[src/rtl/plid_pkg.sv]
`timescale 1ns / 1ps
// Package for the positional list insert/delete unit.
// Holds field widths, operation and status codes, and the controller/datapath structs.
// No dependencies.
package plid_pkg;

    // Field widths of the item and result beats
    localparam int VAL_W  = 32;
    localparam int POS_W  = 5;
    localparam int CNT_W  = 5;
    localparam int STAT_W = 2;

    // Default number of list entries
    localparam int DEPTH_DEF = 16;

    // Removed-value codes for items that return no entry
    localparam logic [VAL_W-1:0] REMOVED_ERR  = {VAL_W{1'b1}};
    localparam logic [VAL_W-1:0] REMOVED_NONE = '0;

    typedef enum logic {
        OP_INSERT = 1'b0,
        OP_DELETE = 1'b1
    } t_op;

    typedef enum logic [STAT_W-1:0] {
        ST_OK     = 2'd0,
        ST_FULL   = 2'd1,
        ST_BADPOS = 2'd2
    } t_status;

    // Controller states: result register empty or holding a result
    typedef enum logic {
        CS_IDLE = 1'b0,
        CS_HOLD = 1'b1
    } t_ctrl_state;

    // Commands from controller to datapath
    typedef struct packed {
        logic load;
        logic do_insert;
        logic do_delete;
    } t_cmd;

    // Status from datapath to controller
    typedef struct packed {
        logic is_insert;
        logic full;
        logic ins_pos_ok;
        logic del_pos_ok;
    } t_dp_stat;

endpackage

[src/rtl/plid_in_if.sv]
`timescale 1ns / 1ps
// Item channel of the positional list unit: valid/ready plus item payload.
// Depends on plid_pkg.
interface plid_in_if;
    import plid_pkg::*;

    logic                    valid;
    logic                    ready;
    logic                    opcode;
    logic [POS_W-1:0]        position;
    logic signed [VAL_W-1:0] value;

    modport source (output valid, output opcode, output position, output value,
                    input ready);
    modport sink   (input valid, input opcode, input position, input value,
                    output ready);
endinterface

[src/rtl/plid_out_if.sv]
`timescale 1ns / 1ps
// Result channel of the positional list unit: valid/ready plus result payload.
// Depends on plid_pkg.
interface plid_out_if;
    import plid_pkg::*;

    logic                    valid;
    logic                    ready;
    logic [STAT_W-1:0]       status;
    logic signed [VAL_W-1:0] removed_value;
    logic [CNT_W-1:0]        entry_count;

    modport source (output valid, output status, output removed_value,
                    output entry_count, input ready);
    modport sink   (input valid, input status, input removed_value,
                    input entry_count, output ready);
endinterface

[src/rtl/positional_list_insert_delete_unit.sv]
`timescale 1ns / 1ps
// Top level of the positional list insert/delete unit.
// Depends on plid_pkg, plid_in_if, plid_out_if, plid_ctrl and plid_dp.
//
// Keeps an ordered list of up to DEPTH signed 32-bit entries. An insert beat
// places a value at 1-based position p (1..count+1) and moves the later
// entries up; a delete beat removes and returns the entry at p (1..count) and
// moves the later entries down. Each item beat yields one result beat with a
// status (ok, full, bad position), the removed value (0 for inserts, -1 on a
// failed delete) and the new entry count. On acceptance the whole entry row
// shifts at once from a position compare broadcast to every entry, and the
// result appears in the output register the cycle after acceptance. A new
// item is taken every cycle while results are drained; the output register
// holds a result under back-pressure. No clearing pass is run after reset;
// the list is empty as soon as reset is released.
module positional_list_insert_delete_unit #(
    parameter int DEPTH = plid_pkg::DEPTH_DEF
) (
    input  logic        i_clk,
    input  logic        i_rst_n,
    plid_in_if.sink     i_in,
    plid_out_if.source  o_out
);
    import plid_pkg::*;

    t_cmd     w_cmd;
    t_dp_stat w_stat;

    plid_ctrl u_ctrl (
        .i_clk       (i_clk),
        .i_rst_n     (i_rst_n),
        .i_in_valid  (i_in.valid),
        .o_in_ready  (i_in.ready),
        .o_out_valid (o_out.valid),
        .i_out_ready (o_out.ready),
        .i_stat      (w_stat),
        .o_cmd       (w_cmd)
    );

    plid_dp #(
        .DEPTH (DEPTH)
    ) u_dp (
        .i_clk           (i_clk),
        .i_rst_n         (i_rst_n),
        .i_opcode        (i_in.opcode),
        .i_position      (i_in.position),
        .i_value         (i_in.value),
        .i_cmd           (w_cmd),
        .o_stat          (w_stat),
        .o_status        (o_out.status),
        .o_removed_value (o_out.removed_value),
        .o_entry_count   (o_out.entry_count)
    );

endmodule

[src/rtl/plid_ctrl.sv]
`timescale 1ns / 1ps
// Controller of the positional list unit: handshakes and datapath commands.
// Depends on plid_pkg.
module plid_ctrl (
    input  logic               i_clk,
    input  logic               i_rst_n,
    input  logic               i_in_valid,
    output logic               o_in_ready,
    output logic               o_out_valid,
    input  logic               i_out_ready,
    input  plid_pkg::t_dp_stat i_stat,
    output plid_pkg::t_cmd     o_cmd
);
    import plid_pkg::*;

    t_ctrl_state r_state;
    t_ctrl_state n_state;
    logic        w_accept;

    // State register
    always_ff @(posedge i_clk) begin
        if (!i_rst_n) begin
            r_state <= CS_IDLE;
        end else begin
            r_state <= n_state;
        end
    end

    // Next state and commands
    always_comb begin
        // take a new item when the result register is empty or being drained
        o_in_ready  = (r_state == CS_IDLE) || i_out_ready;
        o_out_valid = (r_state == CS_HOLD);
        w_accept    = i_in_valid && o_in_ready;

        o_cmd.load      = w_accept;
        o_cmd.do_insert = w_accept && i_stat.is_insert && !i_stat.full && i_stat.ins_pos_ok;
        o_cmd.do_delete = w_accept && !i_stat.is_insert && i_stat.del_pos_ok;

        n_state = r_state;
        case (r_state)
            CS_IDLE: begin
                if (w_accept) begin
                    n_state = CS_HOLD;
                end
            end
            CS_HOLD: begin
                if (!w_accept && i_out_ready) begin
                    n_state = CS_IDLE;
                end
            end
            default: begin
                n_state = CS_IDLE;
            end
        endcase
    end

endmodule

[src/rtl/plid_dp.sv]
`timescale 1ns / 1ps
// Datapath of the positional list unit: entry row, count, result register.
// Depends on plid_pkg.
module plid_dp #(
    parameter int DEPTH = plid_pkg::DEPTH_DEF
) (
    input  logic                              i_clk,
    input  logic                              i_rst_n,
    input  logic                              i_opcode,
    input  logic [plid_pkg::POS_W-1:0]        i_position,
    input  logic signed [plid_pkg::VAL_W-1:0] i_value,
    input  plid_pkg::t_cmd                    i_cmd,
    output plid_pkg::t_dp_stat                o_stat,
    output logic [plid_pkg::STAT_W-1:0]       o_status,
    output logic signed [plid_pkg::VAL_W-1:0] o_removed_value,
    output logic [plid_pkg::CNT_W-1:0]        o_entry_count
);
    import plid_pkg::*;

    localparam int CW = $clog2(DEPTH + 1);
    localparam int IW = $clog2(DEPTH);
    localparam int PW = ((CW > POS_W) ? CW : POS_W) + 1;

    logic [VAL_W-1:0]  r_list [DEPTH];
    logic [VAL_W-1:0]  n_list [DEPTH];
    logic [VAL_W-1:0]  w_prev [DEPTH];
    logic [VAL_W-1:0]  w_next [DEPTH];
    logic [CW-1:0]     r_count;
    logic [CW-1:0]     n_count;
    logic [PW-1:0]     w_pos;
    logic [PW-1:0]     w_cnt;
    logic [PW-1:0]     w_idx;
    t_status           w_res_status;
    logic [VAL_W-1:0]  w_res_removed;
    t_status           r_status;
    logic [VAL_W-1:0]  r_removed;
    logic [CNT_W-1:0]  r_cnt_out;

    // Position checks against the current count
    always_comb begin
        w_pos = PW'(i_position);
        w_cnt = PW'(r_count);
        w_idx = w_pos - PW'(1);
        o_stat.is_insert  = (i_opcode == OP_INSERT);
        o_stat.full       = (r_count == CW'(DEPTH));
        o_stat.ins_pos_ok = (i_position != '0) && (w_pos <= w_cnt + PW'(1));
        o_stat.del_pos_ok = (i_position != '0) && (w_pos <= w_cnt);
    end

    // Neighbour taps of each entry; the ends take the new value or hold
    for (genvar g = 0; g < DEPTH; g++) begin : g_tap
        if (g == 0) begin : g_first
            assign w_prev[g] = i_value;
        end else begin : g_mid_lo
            assign w_prev[g] = r_list[g-1];
        end
        if (g == DEPTH - 1) begin : g_last
            assign w_next[g] = r_list[g];
        end else begin : g_mid_hi
            assign w_next[g] = r_list[g+1];
        end
    end

    // Broadcast compare: entries at or past the position move up or down
    always_comb begin
        for (int i = 0; i < DEPTH; i++) begin
            n_list[i] = r_list[i];
            if (i_cmd.do_insert) begin
                if (PW'(i) > w_idx) begin
                    n_list[i] = w_prev[i];
                end else if (PW'(i) == w_idx) begin
                    n_list[i] = i_value;
                end
            end else if (i_cmd.do_delete) begin
                if (PW'(i) >= w_idx) begin
                    n_list[i] = w_next[i];
                end
            end
        end
    end

    // New count and result of this beat
    always_comb begin
        n_count = r_count;
        if (i_cmd.do_insert) begin
            n_count = r_count + CW'(1);
        end else if (i_cmd.do_delete) begin
            n_count = r_count - CW'(1);
        end

        if (o_stat.is_insert) begin
            w_res_removed = REMOVED_NONE;
            if (o_stat.full) begin
                w_res_status = ST_FULL;
            end else if (o_stat.ins_pos_ok) begin
                w_res_status = ST_OK;
            end else begin
                w_res_status = ST_BADPOS;
            end
        end else if (o_stat.del_pos_ok) begin
            w_res_status  = ST_OK;
            w_res_removed = r_list[w_idx[IW-1:0]];
        end else begin
            w_res_status  = ST_BADPOS;
            w_res_removed = REMOVED_ERR;
        end
    end

    // Entry row, no reset: only entries below the count are ever read
    always_ff @(posedge i_clk) begin
        for (int i = 0; i < DEPTH; i++) begin
            r_list[i] <= n_list[i];
        end
    end

    // Count
    always_ff @(posedge i_clk) begin
        if (!i_rst_n) begin
            r_count <= '0;
        end else begin
            r_count <= n_count;
        end
    end

    // Result register
    always_ff @(posedge i_clk) begin
        if (i_cmd.load) begin
            r_status  <= w_res_status;
            r_removed <= w_res_removed;
            r_cnt_out <= CNT_W'(n_count);
        end
    end

    assign o_status        = r_status;
    assign o_removed_value = r_removed;
    assign o_entry_count   = r_cnt_out;

    // The count never passes the depth
    a_count_range: assert property (@(posedge i_clk) disable iff (!i_rst_n)
        r_count <= CW'(DEPTH))
        else $error("entry count above depth");

    // A successful insert grows the count by one
    a_insert_count: assert property (@(posedge i_clk) disable iff (!i_rst_n)
        i_cmd.do_insert |=> r_count == $past(r_count) + CW'(1))
        else $error("insert did not grow the count");

    // A successful delete shrinks the count by one
    a_delete_count: assert property (@(posedge i_clk) disable iff (!i_rst_n)
        i_cmd.do_delete |=> r_count == $past(r_count) - CW'(1))
        else $error("delete did not shrink the count");

    // Insert and delete are never commanded together
    a_cmd_excl: assert property (@(posedge i_clk) disable iff (!i_rst_n)
        !(i_cmd.do_insert && i_cmd.do_delete))
        else $error("insert and delete commanded together");

    // The reported count follows the stored count after a load
    a_count_report: assert property (@(posedge i_clk) disable iff (!i_rst_n)
        i_cmd.load |=> r_cnt_out == CNT_W'(r_count))
        else $error("reported count differs from stored count");

endmodule
[src/flat_wrapper.sv]
// flat-port wrapper written by rule: the top's interface ports become plain ports
module positional_list_insert_delete_unit_flat import plid_pkg::*;
#(
    parameter int DEPTH = plid_pkg::DEPTH_DEF
)
  (i_clk, i_rst_n, i_in_valid, i_in_opcode, i_in_position, i_in_value, i_in_ready, o_out_valid, o_out_status, o_out_removed_value, o_out_entry_count, o_out_ready);
  plid_in_if i_in_i ();
  plid_out_if o_out_i ();
  input  logic i_clk;
  input  logic i_rst_n;
  input wire logic [$bits(i_in_i.valid)-1:0] i_in_valid;
  input wire logic [$bits(i_in_i.opcode)-1:0] i_in_opcode;
  input wire logic [$bits(i_in_i.position)-1:0] i_in_position;
  input wire logic [$bits(i_in_i.value)-1:0] i_in_value;
  output wire logic [$bits(i_in_i.ready)-1:0] i_in_ready;
  output wire logic [$bits(o_out_i.valid)-1:0] o_out_valid;
  output wire logic [$bits(o_out_i.status)-1:0] o_out_status;
  output wire logic [$bits(o_out_i.removed_value)-1:0] o_out_removed_value;
  output wire logic [$bits(o_out_i.entry_count)-1:0] o_out_entry_count;
  input wire logic [$bits(o_out_i.ready)-1:0] o_out_ready;
  assign i_in_i.valid = i_in_valid;
  assign i_in_i.opcode = i_in_opcode;
  assign i_in_i.position = i_in_position;
  assign i_in_i.value = i_in_value;
  assign i_in_ready = i_in_i.ready;
  assign o_out_valid = o_out_i.valid;
  assign o_out_status = o_out_i.status;
  assign o_out_removed_value = o_out_i.removed_value;
  assign o_out_entry_count = o_out_i.entry_count;
  assign o_out_i.ready = o_out_ready;
  positional_list_insert_delete_unit #(.DEPTH(DEPTH)) u_core (.i_clk(i_clk), .i_rst_n(i_rst_n), .i_in(i_in_i), .o_out(o_out_i));
endmodule
[config.mk]
export PLATFORM = sky130hd
export DESIGN_NAME = positional_list_insert_delete_unit_flat
export DESIGN_NICKNAME = d
export VERILOG_FILES = /design/src/rtl/plid_pkg.sv /design/src/rtl/plid_in_if.sv /design/src/rtl/plid_out_if.sv /design/src/rtl/positional_list_insert_delete_unit.sv /design/src/rtl/plid_ctrl.sv /design/src/rtl/plid_dp.sv /design/src/flat_wrapper.sv
export SDC_FILE = /design/constraint.sdc
export NUM_CORES = 1
export LEC_CHECK = 0
export BUFFER_PORTS_ARGS = -buffer_cell sky130_fd_sc_hd__buf_2
export CORE_MARGIN = 3
export CORE_UTILIZATION = 40
export DETAILED_ROUTE_END_ITERATION = 8
export GPL_TIMING_DRIVEN = 0
export HOLD_SLACK_MARGIN = 0.06
export PLACE_DENSITY_LB_ADDON = 0.2
export SLEW_MARGIN = 30
export SYNTH_ARGS = -nofsm -noshare
export SYNTH_HDL_FRONTEND = slang
export SYNTH_HIERARCHICAL = 1
export SYNTH_SLANG_ARGS = --single-unit
[constraint.sdc]
create_clock -name i_clk -period 13.3 [get_ports i_clk]
set_input_delay 0.665 -clock i_clk [delete_from_list [all_inputs] [get_ports i_clk]]
set_output_delay 0.665 -clock i_clk [all_outputs]
set_load 0.02 [all_outputs]
==> results.md <==
* Arr. time, crit path at 6170 ps
* Initial Util at between 40 and 50%
* Initial antenna violation count at 1
* CP Max Fanout at 13
* Final setup fails at 0
* Post-CTS setup repair buffer count at 0
* Power Density at 132 mW/mm^2
* Worst Setup Start Kind: register
* Required @ worst endpoint at 13610 ps
* TritonCTS clock tree: done
* P_leak at 0.0139 uW
* MaxCap Viol Count at 0
* RSZ-0062 raised after global routing: no
* Synthesized Nets at 3021
* Row count at 102
* Vias in the first global route at 26800
* WHS at 337 ps
* Post-synth EDFFs at ~550
* Die ar. at between 0.08 and 0.09 sq mm
* # clock sinks at approximately 560
* Cell taking the most area after synthesis: edfxtp_1
* DRC viols at 0
* Die H at 288 um
* Final cycle utilization of the critical path at 44.1%
* Avg Cell Area, Syn at approximately 11 sq um
* Final hold violation count at 0
* Vias at 27000
* Routed wire length at around 130000 um
* Most frequent cells in the layout: 551 x edfxtp_1, 370 x nor2_1, 319 x mux2i_1
* Worst Skew at 23.2 ps
* Most common cell after layout, fill and taps aside: edfxtp_1
* DP Wirelength at 93800 um
* Fraction of layout cells with a size suffix above 1 at 15.0%
* Area of the multi-input gates at 0.0136 sq mm
* Main synth FF type: edfxtp_1
* Status: finished, final reports clean
* Netlist Area Pre-Place at 0.0319 sq mm
* Post-DR vias/cell at 6.37
* Core area at 0.0782 sq mm
* Drt pass-1 iters at 7
* CTS Hold Bufs at 0
* Design Power at 4830 uW
* Max-slew violation count at 0
* Nets@finish at 3207
* Slew of the pin with the lowest slew margin at around 1100 ps
* IO Count at 83
* Worst rel slew slack at roughly 27%
* RD Place Congestion at 0.956
* DR WL/cell at roughly 31 um
* Filler instances at 7193
* Die X at a little under 300 um
* Share of synthesized registers carrying an async set or reset at 0%
* Netlist cell types at 56
* F_max at 0.170 GHz
* Synth warnings at 6
* Clock transition at the registers of the reported paths at 60 ps
* Clock Tree Root: clkbuf_16
* Hold WC Path Type: primary input to register
* Critical path type: register to register
* Area contributors post-synth: edfxtp_1 52%, mux2i_1 10%, mux4_2 6.8%
* Register Area at 0.0167 sq mm
* Sum of negative setup slack at 0 ps
* Setup crit end kind: register
* Area added between synthesis and finish at 14.5%
* Clk buf depth at 3
* Post-cts repair resize count at 0
* First-pass GRT wire length at about 190000 um
* Fin crit period at 5870 ps
* Total gr overflow at 0
* IO Port Bufs at 80
* Syn Inst Count at slightly below 3000
* Synthesis-stage register bit count at approximately 560
* Final core utilization at 46.7%
* Area fraction of the dominant cell type after synthesis at 51.9%
* Total CTS buffers at 67
* Sequential share of the synthesized area at a little over half
* Latest clock arrival within the worst-skew pair at 630 ps
* CTS H-tree lvls at 3
* Iteration-0 DRC Markers at 4062
* Global-route usage over all layers at 30.9%
* ANT nets after route at 0
* Pin count of the biggest net entering global routing at 40
* Maximum VDD drop at 0.0000909 V
-- flip-flops by register name (all words and copies together) (netlist names) --
| signal | cells |
|---|---|
| u_core/u_ctrl/o_out_valid | 1 |
| u_core/u_dp/o_entry_count | 5 |
| u_core/u_dp/o_removed_value | 32 |
| u_core/u_dp/o_status | 2 |
| u_core/u_dp/r_count | 5 |
| u_core/u_dp/r_list | 512 |
-- layer usage --
metal	track usage [%]	vias to the layer above	share of wire, %	wire length (um)
li1	-	11300	-	-
met1	39.5	13200	37	48200
met2	47.8	2122	45	58300
met3	9.00	420	13	17100
met4	15.9	2	5.6	7290
met5	0	-	0.0092	12
-- final timing paths --
path              slack (ps)                              endpoint  depth (start not counted)                           startpoint
hold reg to reg          600   u_core/u_dp/r_list[14][0]$_DFFE_PP_                          2  u_core/u_dp/r_list[15][0]$_DFFE_PP_
hold / removal           340  u_core/u_ctrl/o_out_valid$_SDFF_PN0_                          2                           i_in_valid
setup reg to reg        7430  u_core/u_dp/r_list[14][14]$_DFFE_PP_                         17    u_core/u_dp/r_count[2]$_SDFF_PN0_
setup / recovery        7430  u_core/u_dp/r_list[14][14]$_DFFE_PP_                         17    u_core/u_dp/r_count[2]$_SDFF_PN0_
-- through the flow --
step	cell area (sq um)	instances	setup WS (ps)
floorplan	31900	2963	7650
CTS	36500	4239	6900
finish	36500	4240	7430
global placement	33600	4083	3870
global route	36500	4239	7240
detailed placement	34400	4120	6930
-- cell families (layout without fill, tap and decap cells) --
kind of cell	count (synthesis)	after routing	share of synthesized area, %
and+or+nand+nor	852	852	11.1
AOI/OAI and AO/OA	660	660	12.2
DFF	557	557	52.2
muxes	447	447	17.9
buffers and inverters	420	656	5.61
adders and majority gates	16	16	0.628
xor gates and xnor gates	11	11	0.302
other	0	1	0
-- report_power, final --
part / switching (uW) / internal, uW / leakage, uW
Combinational: 628 / 283 / 0.00776
Sequential: 41.9 / 2040 / 0.00506
Clock: 775 / 1070 / 0.00105
-- cell usage after synthesis, drive strengths merged (2+ instances only) --
cell type	number
a21oi	308
a221oi	3
a31oi	98
a32oi	2
and2	11
and3	36
buf	94
clkbuf	180
dfxtp	6
edfxtp	551
ha	16
inv	145
mux2	32
mux2i	319
mux4	96
nand2	305
nand3	103
nor2	375
nor2b	3
nor3	10
o21a	2
o21ai	142
o21bai	2
o221ai	96
or2	2
xnor2	9
xor2	2
-- final cells by class --
type | count | area share [%]
clock buffers | 80 | 4.84
multi-input cells | 1986 | 37.2
well taps | 1040 | 3.56
plain buffers | 274 | 3.45
inverters | 146 | 1.50
repair buffers | 117 | 2.81
flip-flops and latches | 557 | 45.6
diodes | 1 | 0.00685
clock inverters | 39 | 0.997
-- worst max-delay path: stages, from the launching register on --
cell and delay (ps):
dfxtp_1 300, clkbuf_1 300, inv_1 130, nor3_1 490, xnor2_1 180, ha_1 260
a21oi_1 140, o21ai_0 90, a21oi_1 170, o21a_1 210, nand2_1 80, nor4b_2 220
clkbuf_1 510, clkbuf_1 650, clkbuf_2 560, o21ai_1 350, a31oi_4 620, buf_8 280
Note: power is estimated with default switching activity, not from simulation.
